==> src/rtl/core/lsw_pkg.sv <==
// Shared types and constants for the LED strip wipe sequencer.
// Used by lsw_strip_unit and led_strip_wipe_sequencer_unit; depends on nothing.
package lsw_pkg;

   localparam int STRIP_COUNT = 4;
   localparam int MAX_LEDS    = 1024;

   localparam int STRIP_W  = 2;
   localparam int MASK_W   = 4;
   localparam int CNT_W    = 11;
   localparam int LED_W    = 10;
   localparam int COLOR_W  = 24;
   localparam int TIME_W   = 32;
   localparam int IVAL_W   = 16;
   localparam int ACT_W    = 3;
   localparam int CSR_IDX_W = 3;
   localparam int CSR_DATA_W = 24;

   typedef logic [STRIP_W-1:0]    strip_type;
   typedef logic [CNT_W-1:0]      count_type;
   typedef logic [LED_W-1:0]      led_type;
   typedef logic [COLOR_W-1:0]    color_type;
   typedef logic [TIME_W-1:0]     time_type;
   typedef logic [ACT_W-1:0]      action_type;
   typedef logic [1:0]            command_type;
   typedef logic [1:0]            phase_type;
   typedef logic [CSR_IDX_W-1:0]  csr_index_type;
   typedef logic [CSR_DATA_W-1:0] csr_data_type;

   localparam action_type ACT_TICK         = 3'd0;
   localparam action_type ACT_BEGIN        = 3'd1;
   localparam action_type ACT_START_OPEN   = 3'd2;
   localparam action_type ACT_START_CLOSE  = 3'd3;
   localparam action_type ACT_COLOR_CHANGE = 3'd4;

   localparam command_type CMD_SET_PIXEL = 2'd0;
   localparam command_type CMD_FILL      = 2'd1;
   localparam command_type CMD_CLEAR     = 2'd2;

   localparam phase_type PH_OFF  = 2'd0;
   localparam phase_type PH_ON   = 2'd1;
   localparam phase_type PH_UP   = 2'd2;
   localparam phase_type PH_DOWN = 2'd3;

   localparam csr_index_type CSR_ENABLE_MASK = 3'd0;
   localparam csr_index_type CSR_COUNT_A     = 3'd1;
   localparam csr_index_type CSR_COUNT_B     = 3'd2;
   localparam csr_index_type CSR_COUNT_C     = 3'd3;
   localparam csr_index_type CSR_COUNT_D     = 3'd4;
   localparam csr_index_type CSR_INTERVAL    = 3'd5;
   localparam csr_index_type CSR_POWER       = 3'd6;
   localparam csr_index_type CSR_COLOR       = 3'd7;

   typedef struct packed {
      logic      active;
      count_type count;
      logic      open_hit;
      led_type   open_led;
      logic      close_hit;
      led_type   close_led;
   } strip_eval_type;

endpackage

==> src/rtl/core/led_strip_wipe_sequencer_unit.sv <==
// Top level of the LED strip wipe sequencer: register file, step sequencer and
// result register. Depends on lsw_pkg and lsw_strip_unit.
//
//   channel | direction | handshake            | payload
//   req     | in        | req_valid/req_ready  | action, now_ms, target_color
//   rsp     | out       | rsp_valid/rsp_ready  | command, strip_index, led_index,
//           |           |                      | pixel_color, phase, last
//   csr     | in        | csr_valid/csr_ready  | index, data
//
// An unknown action, a tick outside an animation or inside the step interval, and an
// opening tick that finds the wipe complete are handled in the idle state without leaving
// it. Every other item is accepted in the idle state, then the strip unit visits the
// strips one per cycle, the decide state settles the new state, and the emit state then
// issues each result beat. Stalls on rsp hold the sequencer. The result register lets
// the next request be taken while the final beat waits. Reset is synchronous and active
// high; there is no clearing pass.
module led_strip_wipe_sequencer_unit (
   input  logic                   clock,
   input  logic                   reset,

   input  logic                   req_valid,
   output logic                   req_ready,
   input  lsw_pkg::action_type    req_action,
   input  lsw_pkg::time_type      req_now_ms,
   input  lsw_pkg::color_type     req_target_color,

   output logic                   rsp_valid,
   input  logic                   rsp_ready,
   output lsw_pkg::command_type   rsp_command,
   output lsw_pkg::strip_type     rsp_strip_index,
   output lsw_pkg::led_type       rsp_led_index,
   output lsw_pkg::color_type     rsp_pixel_color,
   output lsw_pkg::phase_type     rsp_phase,
   output logic                   rsp_last,

   input  logic                   csr_valid,
   output logic                   csr_ready,
   input  lsw_pkg::csr_index_type csr_index,
   input  lsw_pkg::csr_data_type  csr_data
);
   import lsw_pkg::*;

   typedef enum logic [1:0] {ST_IDLE, ST_SCAN, ST_DECIDE, ST_EMIT} state_type;
   typedef enum logic [1:0] {MODE_OPEN, MODE_CLOSE, MODE_FIND} mode_type;

   state_type               state_ff;
   mode_type                mode_ff;

   logic [MASK_W-1:0]       enable_mask_ff;
   count_type               led_count_ff [MASK_W];
   logic [IVAL_W-1:0]       interval_ff;
   logic                    power_at_begin_ff;
   color_type               color_at_begin_ff;

   phase_type               phase_ff;
   count_type               step_count_ff;
   time_type                last_step_time_ff;
   count_type               longest_ff;
   color_type               current_color_ff;
   color_type               pending_color_ff;
   logic                    change_pending_ff;
   logic                    power_ff;

   action_type              action_ff;
   color_type               target_ff;
   strip_type               cursor_ff;
   count_type               longest_acc_ff;
   logic [STRIP_COUNT-1:0]  hit_ff;
   led_type                 led_ff [STRIP_COUNT];

   logic                    lead_ff;
   logic                    trail_ff;
   command_type             kind_ff;
   color_type               color_ff;

   logic                    rsp_valid_ff;
   command_type             rsp_command_ff;
   strip_type               rsp_strip_ff;
   led_type                 rsp_led_ff;
   color_type               rsp_color_ff;
   phase_type               rsp_phase_ff;
   logic                    rsp_last_ff;

   strip_eval_type          eval;
   time_type                elapsed_in;
   count_type               step_next_in;
   logic                    slot_free;
   strip_type               pick_in;
   logic [STRIP_COUNT-1:0]  rest_in;

   lsw_strip_unit u_strip (
      .enable    (enable_mask_ff[cursor_ff]),
      .count_raw (led_count_ff[cursor_ff]),
      .step      (step_count_ff),
      .longest   (longest_ff),
      .eval      (eval)
   );

   assign req_ready    = (state_ff == ST_IDLE);
   assign csr_ready    = 1'b1;
   assign slot_free    = !rsp_valid_ff || rsp_ready;
   assign elapsed_in   = req_now_ms - last_step_time_ff;
   assign step_next_in = step_count_ff + CNT_W'(1);

   always_comb begin
      pick_in = '0;
      for (int i = STRIP_COUNT - 1; i >= 0; i--) begin
         if (hit_ff[i]) begin
            pick_in = STRIP_W'(i);
         end
      end
      for (int i = 0; i < STRIP_COUNT; i++) begin
         rest_in[i] = hit_ff[i] && (STRIP_W'(i) != pick_in);
      end
   end

   always_ff @(posedge clock) begin
      if (reset) begin
         state_ff          <= ST_IDLE;
         mode_ff           <= MODE_FIND;
         enable_mask_ff    <= 4'hF;
         for (int i = 0; i < MASK_W; i++) begin
            led_count_ff[i] <= '0;
         end
         interval_ff       <= IVAL_W'(50);
         power_at_begin_ff <= 1'b0;
         color_at_begin_ff <= '0;
         phase_ff          <= PH_OFF;
         step_count_ff     <= '0;
         last_step_time_ff <= '0;
         longest_ff        <= '0;
         current_color_ff  <= '0;
         pending_color_ff  <= '0;
         change_pending_ff <= 1'b0;
         power_ff          <= 1'b0;
         cursor_ff         <= '0;
         lead_ff           <= 1'b0;
         trail_ff          <= 1'b0;
         hit_ff            <= '0;
         rsp_valid_ff      <= 1'b0;
      end else begin
         if (csr_valid && csr_ready) begin
            unique case (csr_index)
               CSR_ENABLE_MASK: enable_mask_ff    <= csr_data[MASK_W-1:0];
               CSR_COUNT_A:     led_count_ff[0]   <= csr_data[CNT_W-1:0];
               CSR_COUNT_B:     led_count_ff[1]   <= csr_data[CNT_W-1:0];
               CSR_COUNT_C:     led_count_ff[2]   <= csr_data[CNT_W-1:0];
               CSR_COUNT_D:     led_count_ff[3]   <= csr_data[CNT_W-1:0];
               CSR_INTERVAL:    interval_ff       <= csr_data[IVAL_W-1:0];
               CSR_POWER:       power_at_begin_ff <= csr_data[0];
               CSR_COLOR:       color_at_begin_ff <= csr_data[COLOR_W-1:0];
            endcase
         end

         if (rsp_valid_ff && rsp_ready) begin
            rsp_valid_ff <= 1'b0;
         end

         unique case (state_ff)
            ST_IDLE: begin
               if (req_valid) begin
                  action_ff      <= req_action;
                  target_ff      <= req_target_color;
                  cursor_ff      <= '0;
                  longest_acc_ff <= '0;
                  priority if (req_action == ACT_TICK) begin
                     if ((phase_ff == PH_UP || phase_ff == PH_DOWN) &&
                         (elapsed_in >= TIME_W'(interval_ff))) begin
                        last_step_time_ff <= req_now_ms;
                        if (phase_ff == PH_UP) begin
                           if (step_count_ff >= longest_ff) begin
                              phase_ff          <= PH_ON;
                              change_pending_ff <= 1'b0;
                           end else begin
                              mode_ff  <= MODE_OPEN;
                              state_ff <= ST_SCAN;
                           end
                        end else begin
                           mode_ff  <= MODE_CLOSE;
                           state_ff <= ST_SCAN;
                        end
                     end
                  end else if (req_action == ACT_BEGIN || req_action == ACT_START_OPEN ||
                               req_action == ACT_START_CLOSE ||
                               req_action == ACT_COLOR_CHANGE) begin
                     mode_ff  <= MODE_FIND;
                     state_ff <= ST_SCAN;
                  end else begin
                     state_ff <= ST_IDLE;
                  end
               end
            end

            ST_SCAN: begin
               unique case (mode_ff)
                  MODE_OPEN: begin
                     hit_ff[cursor_ff] <= eval.open_hit;
                     led_ff[cursor_ff] <= eval.open_led;
                  end
                  MODE_CLOSE: begin
                     hit_ff[cursor_ff] <= eval.close_hit;
                     led_ff[cursor_ff] <= eval.close_led;
                  end
                  default: begin
                     hit_ff[cursor_ff] <= eval.active;
                     led_ff[cursor_ff] <= '0;
                  end
               endcase
               if (eval.active && (eval.count > longest_acc_ff)) begin
                  longest_acc_ff <= eval.count;
               end
               if (cursor_ff == STRIP_W'(STRIP_COUNT - 1)) begin
                  state_ff <= ST_DECIDE;
               end else begin
                  cursor_ff <= cursor_ff + STRIP_W'(1);
               end
            end

            ST_DECIDE: begin
               lead_ff  <= 1'b0;
               trail_ff <= 1'b0;
               kind_ff  <= CMD_SET_PIXEL;
               color_ff <= '0;
               state_ff <= ST_IDLE;
               unique case (mode_ff)
                  MODE_OPEN: begin
                     step_count_ff <= step_next_in;
                     color_ff      <= current_color_ff;
                     if (hit_ff != '0) begin
                        state_ff <= ST_EMIT;
                     end
                  end
                  MODE_CLOSE: begin
                     state_ff <= ST_EMIT;
                     if ((hit_ff == '0) || (step_next_in > longest_ff)) begin
                        trail_ff <= 1'b1;
                        if (change_pending_ff) begin
                           current_color_ff  <= pending_color_ff;
                           power_ff          <= 1'b1;
                           step_count_ff     <= '0;
                           last_step_time_ff <= '0;
                           phase_ff          <= PH_UP;
                        end else begin
                           step_count_ff <= step_next_in;
                           power_ff      <= 1'b0;
                           phase_ff      <= PH_OFF;
                        end
                     end else begin
                        step_count_ff <= step_next_in;
                     end
                  end
                  default: begin
                     longest_ff <= longest_acc_ff;
                     priority if (action_ff == ACT_BEGIN) begin
                        power_ff         <= power_at_begin_ff;
                        current_color_ff <= color_at_begin_ff;
                        phase_ff         <= power_at_begin_ff ? PH_ON : PH_OFF;
                        lead_ff          <= 1'b1;
                        kind_ff          <= CMD_FILL;
                        color_ff         <= color_at_begin_ff;
                        if (!power_at_begin_ff) begin
                           hit_ff <= '0;
                        end
                        state_ff <= ST_EMIT;
                     end else if (longest_acc_ff == '0) begin
                        if (action_ff == ACT_COLOR_CHANGE) begin
                           current_color_ff <= target_ff;
                        end
                     end else begin
                        step_count_ff     <= '0;
                        last_step_time_ff <= '0;
                        priority if (action_ff == ACT_START_OPEN) begin
                           change_pending_ff <= 1'b0;
                           power_ff          <= 1'b1;
                           phase_ff          <= PH_UP;
                           lead_ff           <= 1'b1;
                           hit_ff            <= '0;
                           state_ff          <= ST_EMIT;
                        end else if (action_ff == ACT_START_CLOSE) begin
                           change_pending_ff <= 1'b0;
                           power_ff          <= 1'b0;
                           phase_ff          <= PH_DOWN;
                        end else begin
                           pending_color_ff  <= target_ff;
                           change_pending_ff <= 1'b1;
                           phase_ff          <= PH_DOWN;
                        end
                     end
                  end
               endcase
            end

            ST_EMIT: begin
               if (slot_free) begin
                  rsp_valid_ff <= 1'b1;
                  rsp_phase_ff <= phase_ff;
                  priority if (lead_ff) begin
                     rsp_command_ff <= CMD_CLEAR;
                     rsp_strip_ff   <= '0;
                     rsp_led_ff     <= '0;
                     rsp_color_ff   <= '0;
                     rsp_last_ff    <= (hit_ff == '0) && !trail_ff;
                     lead_ff        <= 1'b0;
                     if ((hit_ff == '0) && !trail_ff) begin
                        state_ff <= ST_IDLE;
                     end
                  end else if (hit_ff != '0) begin
                     rsp_command_ff <= kind_ff;
                     rsp_strip_ff   <= pick_in;
                     rsp_led_ff     <= led_ff[pick_in];
                     rsp_color_ff   <= color_ff;
                     rsp_last_ff    <= (rest_in == '0) && !trail_ff;
                     hit_ff         <= rest_in;
                     if ((rest_in == '0) && !trail_ff) begin
                        state_ff <= ST_IDLE;
                     end
                  end else begin
                     rsp_command_ff <= CMD_CLEAR;
                     rsp_strip_ff   <= '0;
                     rsp_led_ff     <= '0;
                     rsp_color_ff   <= '0;
                     rsp_last_ff    <= 1'b1;
                     trail_ff       <= 1'b0;
                     state_ff       <= ST_IDLE;
                  end
               end
            end

            default: state_ff <= ST_IDLE;
         endcase
      end
   end

   assign rsp_valid       = rsp_valid_ff;
   assign rsp_command     = rsp_command_ff;
   assign rsp_strip_index = rsp_strip_ff;
   assign rsp_led_index   = rsp_led_ff;
   assign rsp_pixel_color = rsp_color_ff;
   assign rsp_phase       = rsp_phase_ff;
   assign rsp_last        = rsp_last_ff;

endmodule

==> src/rtl/core/lsw_strip_unit.sv <==
// Shared per-strip evaluation unit: saturates a strip's LED count and works out
// the opening and closing pixel for the current step. Depends on lsw_pkg.
module lsw_strip_unit (
   input  logic                    enable,
   input  lsw_pkg::count_type      count_raw,
   input  lsw_pkg::count_type      step,
   input  lsw_pkg::count_type      longest,
   output lsw_pkg::strip_eval_type eval
);
   import lsw_pkg::*;

   count_type          cnt;
   logic [CNT_W+1:0]   pos;
   logic               pos_neg;
   count_type          close_diff;

   always_comb begin
      cnt        = (count_raw > CNT_W'(MAX_LEDS)) ? CNT_W'(MAX_LEDS) : count_raw;
      pos        = {2'b00, step} + {2'b00, cnt} - {2'b00, longest};
      pos_neg    = pos[CNT_W+1];
      close_diff = cnt - CNT_W'(1) - step;

      eval.active    = enable && (cnt != '0);
      eval.count     = cnt;
      eval.open_hit  = eval.active && !pos_neg && (pos[CNT_W:0] < {1'b0, cnt});
      eval.open_led  = pos[LED_W-1:0];
      eval.close_hit = eval.active && (step < cnt);
      eval.close_led = close_diff[LED_W-1:0];
   end

endmodule
==> config.mk <==
export PLATFORM = sky130hd
export DESIGN_NAME = led_strip_wipe_sequencer_unit
export DESIGN_NICKNAME = d
export VERILOG_FILES = /design/src/rtl/core/lsw_pkg.sv /design/src/rtl/core/led_strip_wipe_sequencer_unit.sv /design/src/rtl/core/lsw_strip_unit.sv
export SDC_FILE = /design/constraint.sdc
export NUM_CORES = 1
export LEC_CHECK = 0
export BUFFER_PORTS_ARGS = -buffer_cell sky130_fd_sc_hd__buf_2
export CORE_MARGIN = 5
export CORE_UTILIZATION = 35
export CTS_CLUSTER_DIAMETER = 120
export DETAILED_ROUTE_END_ITERATION = 16
export PLACE_DENSITY_LB_ADDON = 0.1
export SYNTH_ARGS = -nofsm -noshare
export SYNTH_HDL_FRONTEND = slang
export SYNTH_HIERARCHICAL = 1
export SYNTH_SLANG_ARGS = --single-unit
==> constraint.sdc <==
create_clock -name clock -period 7.82 [get_ports clock]
set_clock_uncertainty 0.15 [all_clocks]
set_input_delay 0.782 -clock clock [delete_from_list [all_inputs] [get_ports clock]]
set_output_delay 0.782 -clock clock [all_outputs]
set_load 0.05 [all_outputs]
==> results by group, run 1 <==
Floorplan
  • Starting density of the core: between 30% and 40%
  • Io pins: 135
  • Cell row count: 87
  • Die area: 62100 um2
  • Die Width: 249 um
  • Core area: 56600 um2
  • DIE HEIGHT: 249 um

STA
  • Final Setup Violations: 0
  • Worst hold margin: around 0.23 ns
  • Number of hold violations in the final report: 0
  • Max Clock Freq: 145 MHz
  • Setup_tns: 0 ns
  • Final Slew Violations: 0
  • RSZ-0062 raised after global routing: false
  • Period utilisation layout: 88.1%
  • Worst-margin pin slew: 1.20 ns
  • Final Worst Setup Slack: 0.930 ns
  • Max transition margin: 19.3%
  • Tmin final: 6.89 ns

Logic synthesis
  • Library cells used by synthesis: 93
  • Number of enable flip-flop cells after synthesis: 188
  • Register area share after synthesis: between 40 and 50%
  • Synth Cell Area: approximately 20000 um2
  • Top FF cell, synth: edfxtp_1
  • Syn nets: 2281
  • Yosys reg bits: ~350
  • Synth warn: 6
  • Post-Syn Area per Cell: 9.78 um2
  • Async S/R FF share, synth: 0%
  • Cell count after synthesis: about 2100

Power
  • Comb power frac: between 10% and 20%
  • Clock Power Share: 40.8%
  • Leakage Power: about 8.5 nW
  • Sequential share of power: 43.0%
  • NetSw: 1.31 mW
  • Switching Fraction: 27.4%
  • PD cells: 209 nW/um2
  • Internal Power: 3.48 mW
  • Final Power: around 4.8 mW
  • Maximum VDD drop: 138 uV

Route
  • Detailed Route Iter0 Violations: 930
  • Final wirelength: ~56 mm
  • # DRC: 0
  • Final antenna-violating net count: 0
  • Drt wl/cell: 19.1 um
  • Drt first pass iters: 5
  • Vias/cell: 5.22
  • Via count: 15396

Clock tree
  • Num Clock Sinks: around 350
  • Total CTS buffers: between 40 and 50
  • Setup Fix Bufs, Post-CTS: 0
  • CTS max path bufs: 3
  • Cts hold-fix bufs: 0
  • PostCTS Resize Cnt: 0
  • CTS clk-pin slew, worst paths: about 0.06 ns
  • CTS tree: done
  • Root buffer cell: clkbuf_16
  • Clock Latency Late Sink: 0.58 ns
  • # H-tree levels: 2

GRT
  • Overflow after GRT: 0
  • Vias in the first global route: 15288
  • Initial antenna violation count: 13
  • Total GRT Usage: 17.7%
  • First-pass GRT wire length: 88.7 mm
  • Largest net degree at the start of global routing: 71

Critical path
  • Crit path max fanout: 11
  • WP buf/inv: 2
  • Arrival @ worst endpoint: a little over 7 ns
  • Crit path launch type: register
  • Critical Path RT: roughly 8.1 ns
  • CP Class: register to register
  • Critical-path top delay cell: mux4_2
  • Largest stage delay on the critical path: roughly 0.63 ns
  • Crit path max-delay family: compound AO/OA/AOI/OAI gates
  • Crit end category: register
  • Most used cell, CP: a21oi_1

Cells and area
  • Filler cells: 5683
  • Area occupied by multi-input gates: 10200 um2
  • Final instance area: approximately 23000 um2
  • Synth-to-Final Area Change: 14.1%
  • Final cell utilization of the core: 40.4%
  • Register area: 8950 um2
  • Non-Filler Instances: 2950
  • Layout cells sized above 1: 15.4%
  • Final nets: 2385

Run
  • Max capacitance violation total: 0

Place
  • DP Worst Slack: 1.04 ns
  • Post-DP HPWL: 41.3 mm
  • Area after DPL: 21500 um2
  • Number of I/O port buffers: ~130
  • Placed Cells: 2864
  • Gp weighted congestion: 0.862

Min path
  • HP Start: req_target_color[11]
  • Hold Path Class: input port to register

Run status
  • Run status: complete, no violations
registers in the layout (all words and copies together), names as in the netlist, 2 cells and up, named ones only:
signal / flops
led_count_ff: 44
led_ff: 40
last_step_time_ff: 32
color_at_begin_ff: 24
color_ff: 24
current_color_ff: 24
pending_color_ff: 24
rsp_pixel_color: 24
target_ff: 24
interval_ff: 16
longest_acc_ff: 11
longest_ff: 11
step_count_ff: 11
rsp_led_index: 10
enable_mask_ff: 4
action_ff: 3
cursor_ff: 2
mode_ff: 2
phase_ff: 2
rsp_command: 2
rsp_phase: 2
rsp_strip_index: 2
state_ff: 2
placed cells by master, fill, tap and decap left out, types with 6 or more instances in the layout:
cell type | netlist | final
nor2b_1 | 13 | 12
nor3_1 | 29 | 27
a21oi_1 | 169 | 169
o21ai_0 | 71 | 70
nor4_1 | 12 | 11
edfxtp_1 | 188 | 188
ha_1 | 136 | 136
nor2_1 | 131 | 125
buf_4 | 4 | 22
dfxtp_1 | 165 | 165
a211oi_1 | 11 | 11
nand2b_1 | 24 | 23
a21o_1 | 13 | 13
clkbuf_1 | 76 | 17
nand4_1 | 17 | 17
nand3_1 | 53 | 53
or2_2 | 6 | 6
buf_2 | 7 | 132
o21a_1 | 28 | 28
nor3b_1 | 6 | 6
mux2i_1 | 57 | 57
nand2_1 | 254 | 254
a21oi_2 | 29 | 29
mux4_2 | 22 | 22
a211o_1 | 6 | 6
or3_1 | 9 | 9
o22ai_1 | 6 | 6
inv_1 | 134 | 134
and3_1 | 15 | 15
nand2b_4 | 28 | 28
clkinv_2 | 0 | 6
o21ai_1 | 18 | 18
xor2_1 | 18 | 18
a31oi_1 | 10 | 10
clkbuf_16 | 0 | 43
o21bai_1 | 6 | 6
xnor2_1 | 31 | 31
a22o_1 | 35 | 35
and2_1 | 94 | 94
o211ai_1 | 15 | 15
final timing paths:
kind | end | slack [ns] | cells past startpoint
setup / recovery | register | 0.93 | 25
hold / removal | target_ff[11] | 0.23 | 1
setup reg to reg | register | 0.93 | 25
hold reg to reg | pending_color_ff[4] | 0.30 | 2
Yosys cell counts, types with 17 or more instances:
master,n,share of area (%)
a21oi_1,169,4.2
a21oi_2,29,1.3
a22o_1,35,1.5
and2_1,94,2.9
clkbuf_1,76,1.4
dfxtp_1,165,16
edfxtp_1,188,28
ha_1,136,8.5
inv_1,134,2.5
mux2i_1,57,2.8
mux4_2,22,2.5
nand2_1,254,4.8
nand2b_1,24,0.75
nand2b_4,28,1.9
nand3_1,53,1.3
nand4_1,17,0.53
nor2_1,131,2.5
nor3_1,29,0.72
o21a_1,28,1.0
o21ai_0,71,1.8
o21ai_1,18,0.45
xnor2_1,31,1.4
xor2_1,18,0.79
per-layer routing:
| layer | part of all wire, % | global-route usage (%) | vias to the layer above | wire length [um] |
|---|---|---|---|---|
| li1 | - | - | 7524 | - |
| met1 | 47 | 24.3 | 7407 | 26200 |
| met2 | 46 | 28.6 | 360 | 25800 |
| met3 | 4.8 | 3.49 | 91 | 2710 |
| met4 | 2.5 | 4.84 | 14 | 1430 |
| met5 | 0.15 | 0 | - | 86 |
worst register-to-register path, cell delays in order (launching register included):
cell,delay [ns]
dfxtp_1,0.30
buf_4,0.24
mux4_2,0.63
inv_1,0.40
nand2_1,0.24
fa_1,0.52
o21ba_2,0.25
o211ai_2,0.20
a2111oi_2,0.11
o41ai_1,0.38
a21oi_1,0.13
xor2_1,0.15
ha_1,0.38
or4b_2,0.60
o211ai_1,0.11
a211o_1,0.13
ha_1,0.25
a21oi_1,0.13
o211ai_1,0.11
a211oi_1,0.35
mux2i_1,0.23
a21oi_1,0.18
nor2_1,0.05
a311oi_1,0.28
a31oi_1,0.07
a221oi_1,0.24
kinds of logic after synthesis:
kind of cell             share of synthesized area, %
AO/OA/AOI/OAI                                    16.2
XOR/XNOR                                         2.14
adder cells (fa/ha/maj)                          8.94
buffers and inverters                            4.61
flip-flops                                       44.7
multiplexers                                     5.43
other                                          0.0187
AND/OR/NAND/NOR                                  18.0
cell type report:
class / instances / share of cell area (%)
multi-input cells: 1465 / 44.7
flip-flops and latches: 353 / 39.1
well taps: 756 / 4.14
inverters: 135 / 2.22
clock buffers: 63 / 5.16
clock inverters: 17 / 0.870
repair buffers: 156 / 3.71
diodes: 5 / 0.0547
power by group through the flow:
stage               clock network, mW  logic (mW)  registers (mW)
CTS                              2.02       0.776            2.06
floorplan                           0       0.544            2.08
global route                     2.10       0.862            2.07
finish                           1.96       0.773            2.06
detailed placement                  0       0.772            2.10
global placement                    0       0.764            2.10
No activity file was read; power rests on OpenSTA's default activity.
==> run 2: changes to the inputs <==
--- a/config.mk
+++ b/config.mk
@@ -7,7 +7,7 @@
 export LEC_CHECK = 0
 export BUFFER_PORTS_ARGS = -buffer_cell sky130_fd_sc_hd__buf_2
 export CORE_MARGIN = 5
-export CORE_UTILIZATION = 35
+export CORE_UTILIZATION = 45
 export CTS_CLUSTER_DIAMETER = 120
 export DETAILED_ROUTE_END_ITERATION = 16
 export PLACE_DENSITY_LB_ADDON = 0.1
==> run 2 against run 1 <==
  * Combinational power about the same
  * Routed wire length down 4.6%
  * Setup slack better by 0.078 ns
  * Non-clock buffer count down 4
  * Critical path depth unchanged
  * Maximum frequency up 1.2%
  * Clock-buffer cell count down 3
  * Cell area down 1.2%
  * Sequential power about the same
  * Critical path type unchanged
==> results by group, run 2 (synthesis results as in run 1) <==
Clock tree
  • CTS max path bufs: 3 (unchanged)
  • Total CTS buffers: 41 (was 43)
  • CTS tree: done (unchanged)
  • CTS clk-pin slew, worst paths: 0.06 ns (about the same)
  • # H-tree levels: 2 (unchanged)
  • Root buffer cell: clkbuf_16 (unchanged)
  • PostCTS Resize Cnt: 0 (unchanged)
  • Setup Fix Bufs, Post-CTS: 0 (unchanged)
  • Cts hold-fix bufs: 0 (unchanged)
  • Clock Latency Late Sink: 0.59 ns (was 0.58 ns)
  • Num Clock Sinks: 353 (unchanged)

Critical path
  • Crit end category: register (unchanged)
  • Arrival @ worst endpoint: 7.14 ns (was 7.21 ns)
  • Most used cell, CP: a21oi_1 (unchanged)
  • Critical Path RT: 8.15 ns (was 8.14 ns)
  • WP buf/inv: 2 (unchanged)
  • Critical-path top delay cell: mux4_2 (unchanged)
  • R2r setup slk: 1.01 ns (was 0.93 ns)
  • CP Class: register to register (unchanged)
  • Reg2reg path depth: 25 (unchanged)
  • Crit path launch type: register (unchanged)
  • WP depth: 25 (unchanged)
  • Crit path max fanout: 11 (unchanged)
  • Crit path max-delay family: compound AO/OA/AOI/OAI gates (unchanged)
  • Largest stage delay on the critical path: 0.62 ns (was 0.63 ns)

Floorplan
  • Die Width: 221 um (was 249 um)
  • Die area: 48900 um2 (was 62100 um2)
  • DIE HEIGHT: 221 um (was 249 um)
  • Io pins: 135 (unchanged)
  • Core area: 44100 um2 (was 56600 um2)
  • Starting density of the core: 45.4% (was 35.4%)
  • Cell row count: 77 (was 87)

Power
  • Clock Power Share: 40.5% (was 40.8%)
  • Comb power frac: 16.3% (was 16.1%)
  • Switching Fraction: 27.7% (was 27.4%)
  • NetSw: 1.32 mW (was 1.31 mW)
  • PD cells: 210 nW/um2 (was 209 nW/um2)
  • Final Power: 4.76 mW (was 4.79 mW)
  • Leakage Power: 8.44 nW (was 8.48 nW)
  • Internal Power: 3.44 mW (was 3.48 mW)
  • Maximum VDD drop: 161 uV (was 138 uV)
  • Sequential share of power: 43.3% (was 43.0%)

GRT
  • First-pass GRT wire length: 85.7 mm (was 88.7 mm)
  • Total GRT Usage: 21.5% (was 17.7%)
  • Largest net degree at the start of global routing: 68 (was 71)
  • Vias in the first global route: 15222 (was 15288)
  • Initial antenna violation count: 4 (was 13)
  • Overflow after GRT: 0 (unchanged)

Cells and area
  • Synth-to-Final Area Change: 12.8% (was 14.1%)
  • Top Registers: led_count_ff (44), led_ff (40), last_step_time_ff (32) (unchanged)
  • Largest register by flop count: led_count_ff (unchanged)
  • Most used cells in the layout excluding fill and tap cells: nand2_1 (254), edfxtp_1 (188), a21oi_1 (169), dfxtp_1 (165), ha_1 (136) (unchanged)
  • Largest register FFs: 44 (unchanged)
  • Most common cell after layout, fill and taps aside: nand2_1 (unchanged)
  • Filler cells: 4139 (was 5683)
  • Layout cells sized above 1: 15.3% (was 15.4%)
  • Register area: 8950 um2 (unchanged)
  • Area occupied by multi-input gates: 10200 um2 (about the same)
  • Final nets: 2379 (was 2385)
  • Non-Filler Instances: 2774 (was 2950)

Place
  • Post-DP HPWL: 38.8 mm (was 41.3 mm)
  • Gp weighted congestion: 0.887 (was 0.862)
  • Number of I/O port buffers: 133 (unchanged)
  • Placed Cells: 2697 (was 2864)

Route
  • Via count: 15274 (was 15396)
  • Final antenna-violating net count: 0 (unchanged)
  • Final wirelength: 53.7 mm (was 56.2 mm)
  • Drt first pass iters: 5 (unchanged)
  • Detailed Route Iter0 Violations: 1162 (was 930)
  • Drt wl/cell: 19.3 um (was 19.1 um)
  • Vias/cell: 5.51 (was 5.22)
  • # DRC: 0 (unchanged)

STA
  • Number of hold violations in the final report: 0 (unchanged)
  • Setup_tns: 0 ns (unchanged)
  • Final Setup Violations: 0 (unchanged)
  • Worst-margin pin slew: 1.25 ns (was 1.20 ns)
  • Tmin final: 6.81 ns (was 6.89 ns)
  • Final Slew Violations: 0 (unchanged)
  • Period utilisation layout: 87.1% (was 88.1%)
  • RSZ-0062 raised after global routing: false (unchanged)
  • Max transition margin: 16.5% (was 19.3%)
  • Max Clock Freq: 147 MHz (was 145 MHz)

Run status
  • Run status: complete, no violations (unchanged)

Min path
  • Hold Path Class: input port to register (unchanged)

Run
  • Max capacitance violation total: 0 (unchanged)
==> run 2: cell count changes in the layout (fill, tap and decap cells not counted), sizes merged <==
| cell | before | now |
|---|---|---|
| clkinvlp | 0 | 2 |
| buf | 156 | 152 |
| inv | 137 | 138 |
| clkbuf | 63 | 60 |
| diode | 5 | 2 |
| bufinv | 3 | 2 |
| clkinv | 12 | 8 |
==> run 2: metal layers <==
metal | vias to the layer above | GRT usage [%] | part of all wire [%]
met5 | - | 0 | 0.052
met4 | 6 | 4.46 | 1.8
met3 | 65 | 3.70 | 4.9
met2 | 409 | 34.4 | 46
met1 | 7293 | 31.1 | 47
li1 | 7501 | - | -
==> run 2: power groups by stage <==
stage | combinational [mW] | sequential, mW | clock (mW)
detailed placement | 0.769 | 2.10 | 0
global placement | 0.759 | 2.10 | 0
CTS | 0.774 | 2.06 | 1.97
floorplan | 0.544 | 2.08 | 0
finish | 0.774 | 2.06 | 1.92
global route | 0.863 | 2.06 | 2.05
==> run 2: cell type report <==
class / count / share of cell area [%]
clock inverter: 15 / 0.847
timing repair buffer: 152 / 3.60
sequential: 353 / 39.6
inverter: 135 / 2.24
clock buffer: 60 / 5.17
tap: 592 / 3.28
multi-input combinational: 1465 / 45.2
antenna: 2 / 0.0221
==> run 2: metrics by stage <==
| step | worst slack (ns) | utilization, % | hold WS (ns) | area, um2 |
|---|---|---|---|---|
| 2_1_floorplan | 1.84 | - | 0.286 | 20000 |
| 3_3_place_gp | 1.13 | 48.1 | 0.291 | 21200 |
| 3_5_place_dp | 1.06 | 48.1 | 0.297 | 21200 |
| 4_1_cts | 0.995 | 51.2 | 0.191 | 22600 |
| 5_1_grt | 0.448 | 51.2 | 0.190 | 22600 |
| 6_report | 1.01 | 51.2 | 0.222 | 22600 |
==> run 2: worst min path at each step <==
stage	start	endpoint	slack (ns)	cells past startpoint
floorplan	enable_mask_ff[2]	enable_mask_ff[2]	0.29	2
global placement	pending_color_ff[18]	pending_color_ff[18]	0.29	2
detailed placement	pending_color_ff[3]	pending_color_ff[3]	0.30	2
CTS	req_target_color[7]	target_ff[7]	0.19	1
global route	req_target_color[12]	target_ff[12]	0.19	1
finish	req_target_color[7]	target_ff[7]	0.22	1
==> run 2: worst reg2reg max path: stages, from the launching register on <==
cell	delay, ns
dfxtp_1	0.31
buf_4	0.23
mux4_2	0.62
inv_1	0.38
nand2_1	0.23
fa_1	0.51
o21ba_2	0.25
o211ai_2	0.21
a2111oi_2	0.12
o41ai_1	0.37
a21oi_1	0.13
xor2_1	0.15
ha_1	0.38
or4b_2	0.60
o211ai_1	0.12
a211o_1	0.13
ha_1	0.24
a21oi_1	0.13
o211ai_1	0.11
a211oi_1	0.27
mux2i_1	0.20
a21oi_1	0.19
nor2_1	0.06
a311oi_1	0.31
a31oi_1	0.08
a221oi_1	0.24
==> run 3: changes to the inputs <==
--- a/config.mk
+++ b/config.mk
@@ -6,7 +6,6 @@
 export NUM_CORES = 1
 export LEC_CHECK = 0
 export BUFFER_PORTS_ARGS = -buffer_cell sky130_fd_sc_hd__buf_2
-export CORE_MARGIN = 5
 export CORE_UTILIZATION = 45
 export CTS_CLUSTER_DIAMETER = 120
 export DETAILED_ROUTE_END_ITERATION = 16
==> run 3 against run 2 <==
  * First-iteration DRC count fell by 18%
  * Critical path depth did not move
  * Combinational power fell by 0.6%
  * Register-to-register slack improved by 0.05 ns
  * Flip-flop and latch count did not move
  * Sequential power barely moved
  * Global-route usage rose by 1.9 points
  * Cell area rose by 0.12%
  * Clock power rose by 4%
  * Total power rose by 1.3%
  * Highest routed layer is now met4
  * Die area fell by 7.1%
==> results by group, run 3 (synthesis results as in run 1) <==
Cells and area
  • Final nets: 2380 (was 2379)
  • Final cell utilization of the core: 52.1% (was 51.2%)
  • Largest register by flop count: led_count_ff (unchanged)
  • Non-Filler Instances: 2766 (was 2774)
  • Synth-to-Final Area Change: 12.9% (was 12.8%)
  • Top Registers: led_count_ff (44), led_ff (40), last_step_time_ff (32) (unchanged)
  • Most used cells in the layout excluding fill and tap cells: nand2_1 (254), edfxtp_1 (188), a21oi_1 (169), dfxtp_1 (165), ha_1 (136) (unchanged)
  • Layout cells sized above 1: 15.4% (was 15.3%)
  • Antenna Cells: 0 (was 2)
  • Largest register FFs: 44 (unchanged)
  • Filler cells: 3961 (was 4139)
  • Most common cell after layout, fill and taps aside: nand2_1 (unchanged)
  • Final instance area: 22600 um2 (about the same)

GRT
  • Initial antenna violation count: 0 (was 4)
  • Largest net degree at the start of global routing: 71 (was 68)
  • Vias in the first global route: 14665 (was 15222)
  • First-pass GRT wire length: 82.2 mm (was 85.7 mm)
  • Total GRT Usage: 23.4% (was 21.5%)
  • Overflow after GRT: 0 (unchanged)

Power
  • Comb power frac: 15.9% (was 16.3%)
  • Internal Power: 3.53 mW (was 3.44 mW)
  • PD cells: 213 nW/um2 (was 210 nW/um2)
  • NetSw: 1.29 mW (was 1.32 mW)
  • Leakage Power: 8.48 nW (was 8.44 nW)
  • Sequential share of power: 42.7% (was 43.3%)
  • Switching Fraction: 26.8% (was 27.7%)
  • Clock Power Share: 41.3% (was 40.5%)
  • Maximum VDD drop: 161 uV (about the same)

Route
  • Detailed Route Iter0 Violations: 950 (was 1162)
  • Drt wl/cell: 18.9 um (was 19.3 um)
  • Final antenna-violating net count: 0 (unchanged)
  • Via count: 15234 (was 15274)
  • Drt first pass iters: 5 (unchanged)
  • Vias/cell: 5.51 (about the same)
  • # DRC: 0 (unchanged)
  • Final wirelength: 52.3 mm (was 53.7 mm)

STA
  • Worst-margin pin slew: 1.23 ns (was 1.25 ns)
  • Worst hold margin: 0.233 ns (was 0.222 ns)
  • Period utilisation layout: 86.5% (was 87.1%)
  • Final Slew Violations: 0 (unchanged)
  • RSZ-0062 raised after global routing: false (unchanged)
  • Final Setup Violations: 0 (unchanged)
  • Tmin final: 6.76 ns (was 6.81 ns)
  • Max Clock Freq: 148 MHz (was 147 MHz)
  • Number of hold violations in the final report: 0 (unchanged)
  • Setup_tns: 0 ns (unchanged)
  • Max transition margin: 17.7% (was 16.5%)

Clock tree
  • Cts hold-fix bufs: 0 (unchanged)
  • CTS max path bufs: 3 (unchanged)
  • Root buffer cell: clkbuf_16 (unchanged)
  • CTS tree: done (unchanged)
  • Clock Latency Late Sink: 0.58 ns (was 0.59 ns)
  • # H-tree levels: 2 (unchanged)
  • Setup Fix Bufs, Post-CTS: 0 (unchanged)
  • CTS clk-pin slew, worst paths: 0.06 ns (about the same)
  • PostCTS Resize Cnt: 0 (unchanged)
  • Num Clock Sinks: 353 (unchanged)
  • Total CTS buffers: 40 (was 41)

Min path
  • Hold Path Class: input port to register (unchanged)
  • HP Start: req_target_color[21] (was req_target_color[7])

Place
  • Post-DP HPWL: 38.1 mm (was 38.8 mm)
  • Area after DPL: 21200 um2 (about the same)
  • Gp weighted congestion: 0.912 (was 0.887)
  • Number of I/O port buffers: 133 (unchanged)
  • Placed Cells: 2692 (was 2697)

Floorplan
  • Cell row count: 76 (was 77)
  • DIE HEIGHT: 213 um (was 221 um)
  • Starting density of the core: 46.1% (was 45.4%)
  • Io pins: 135 (unchanged)
  • Die area: 45400 um2 (was 48900 um2)
  • Core area: 43500 um2 (was 44100 um2)
  • Die Width: 213 um (was 221 um)

Critical path
  • Crit path max-delay family: compound AO/OA/AOI/OAI gates (unchanged)
  • WP buf/inv: 2 (unchanged)
  • Largest stage delay on the critical path: 0.63 ns (was 0.62 ns)
  • CP Class: register to register (unchanged)
  • Critical Path RT: 8.15 ns (about the same)
  • Critical-path top delay cell: mux4_2 (unchanged)
  • Arrival @ worst endpoint: 7.09 ns (was 7.14 ns)
  • Crit end category: register (unchanged)
  • Most used cell, CP: a21oi_1 (unchanged)
  • Crit path max fanout: 11 (unchanged)
  • Crit path launch type: register (unchanged)

Run
  • Max capacitance violation total: 0 (unchanged)

Run status
  • Run status: complete, no violations (unchanged)
==> run 3: final cells by class <==
cell class	count	area [um2]	area share (%)
Clock buffer	54	1110	4.93
Clock inverter	20	279	1.23
Inverter	135	507	2.24
Multi-Input combinational cell	1465	10200	45.1
Sequential cell	353	8950	39.6
Tap cell	585	732	3.24
Timing Repair Buffer	154	830	3.67
==> run 3: stage by stage <==
step           setup slack (ns)  power (mW)
2_1_floorplan              1.84        2.63
3_3_place_gp               1.14        2.85
3_5_place_dp               1.13        2.86
4_1_cts                    1.08        4.86
5_1_grt                   0.538        5.02
6_report                   1.06        4.82
==> run 3: power by group through the flow <==
stage	Combinational (mW)	Clock (mW)	Sequential (mW)
6_report	0.769	1.99	2.06
5_1_grt	0.854	2.11	2.07
4_1_cts	0.769	2.03	2.06
3_5_place_dp	0.764	0	2.10
3_3_place_gp	0.755	0	2.10
2_1_floorplan	0.544	0	2.08
==> run 3: worst paths after layout <==
path	cells past startpoint	endpoint	slack, ns
hold reg to reg	2	pending_color_ff[3]	0.30
setup / recovery	25	register	1.06
hold / removal	1	target_ff[21]	0.23
setup reg to reg	25	register	1.06
==> run 3: metal layers <==
metal  part of all wire, %  global-route usage [%]
met4                   1.7                    5.61
met1                    47                    32.9
met2                    46                    37.8
met5                     0                       0
met3                   5.2                    3.62
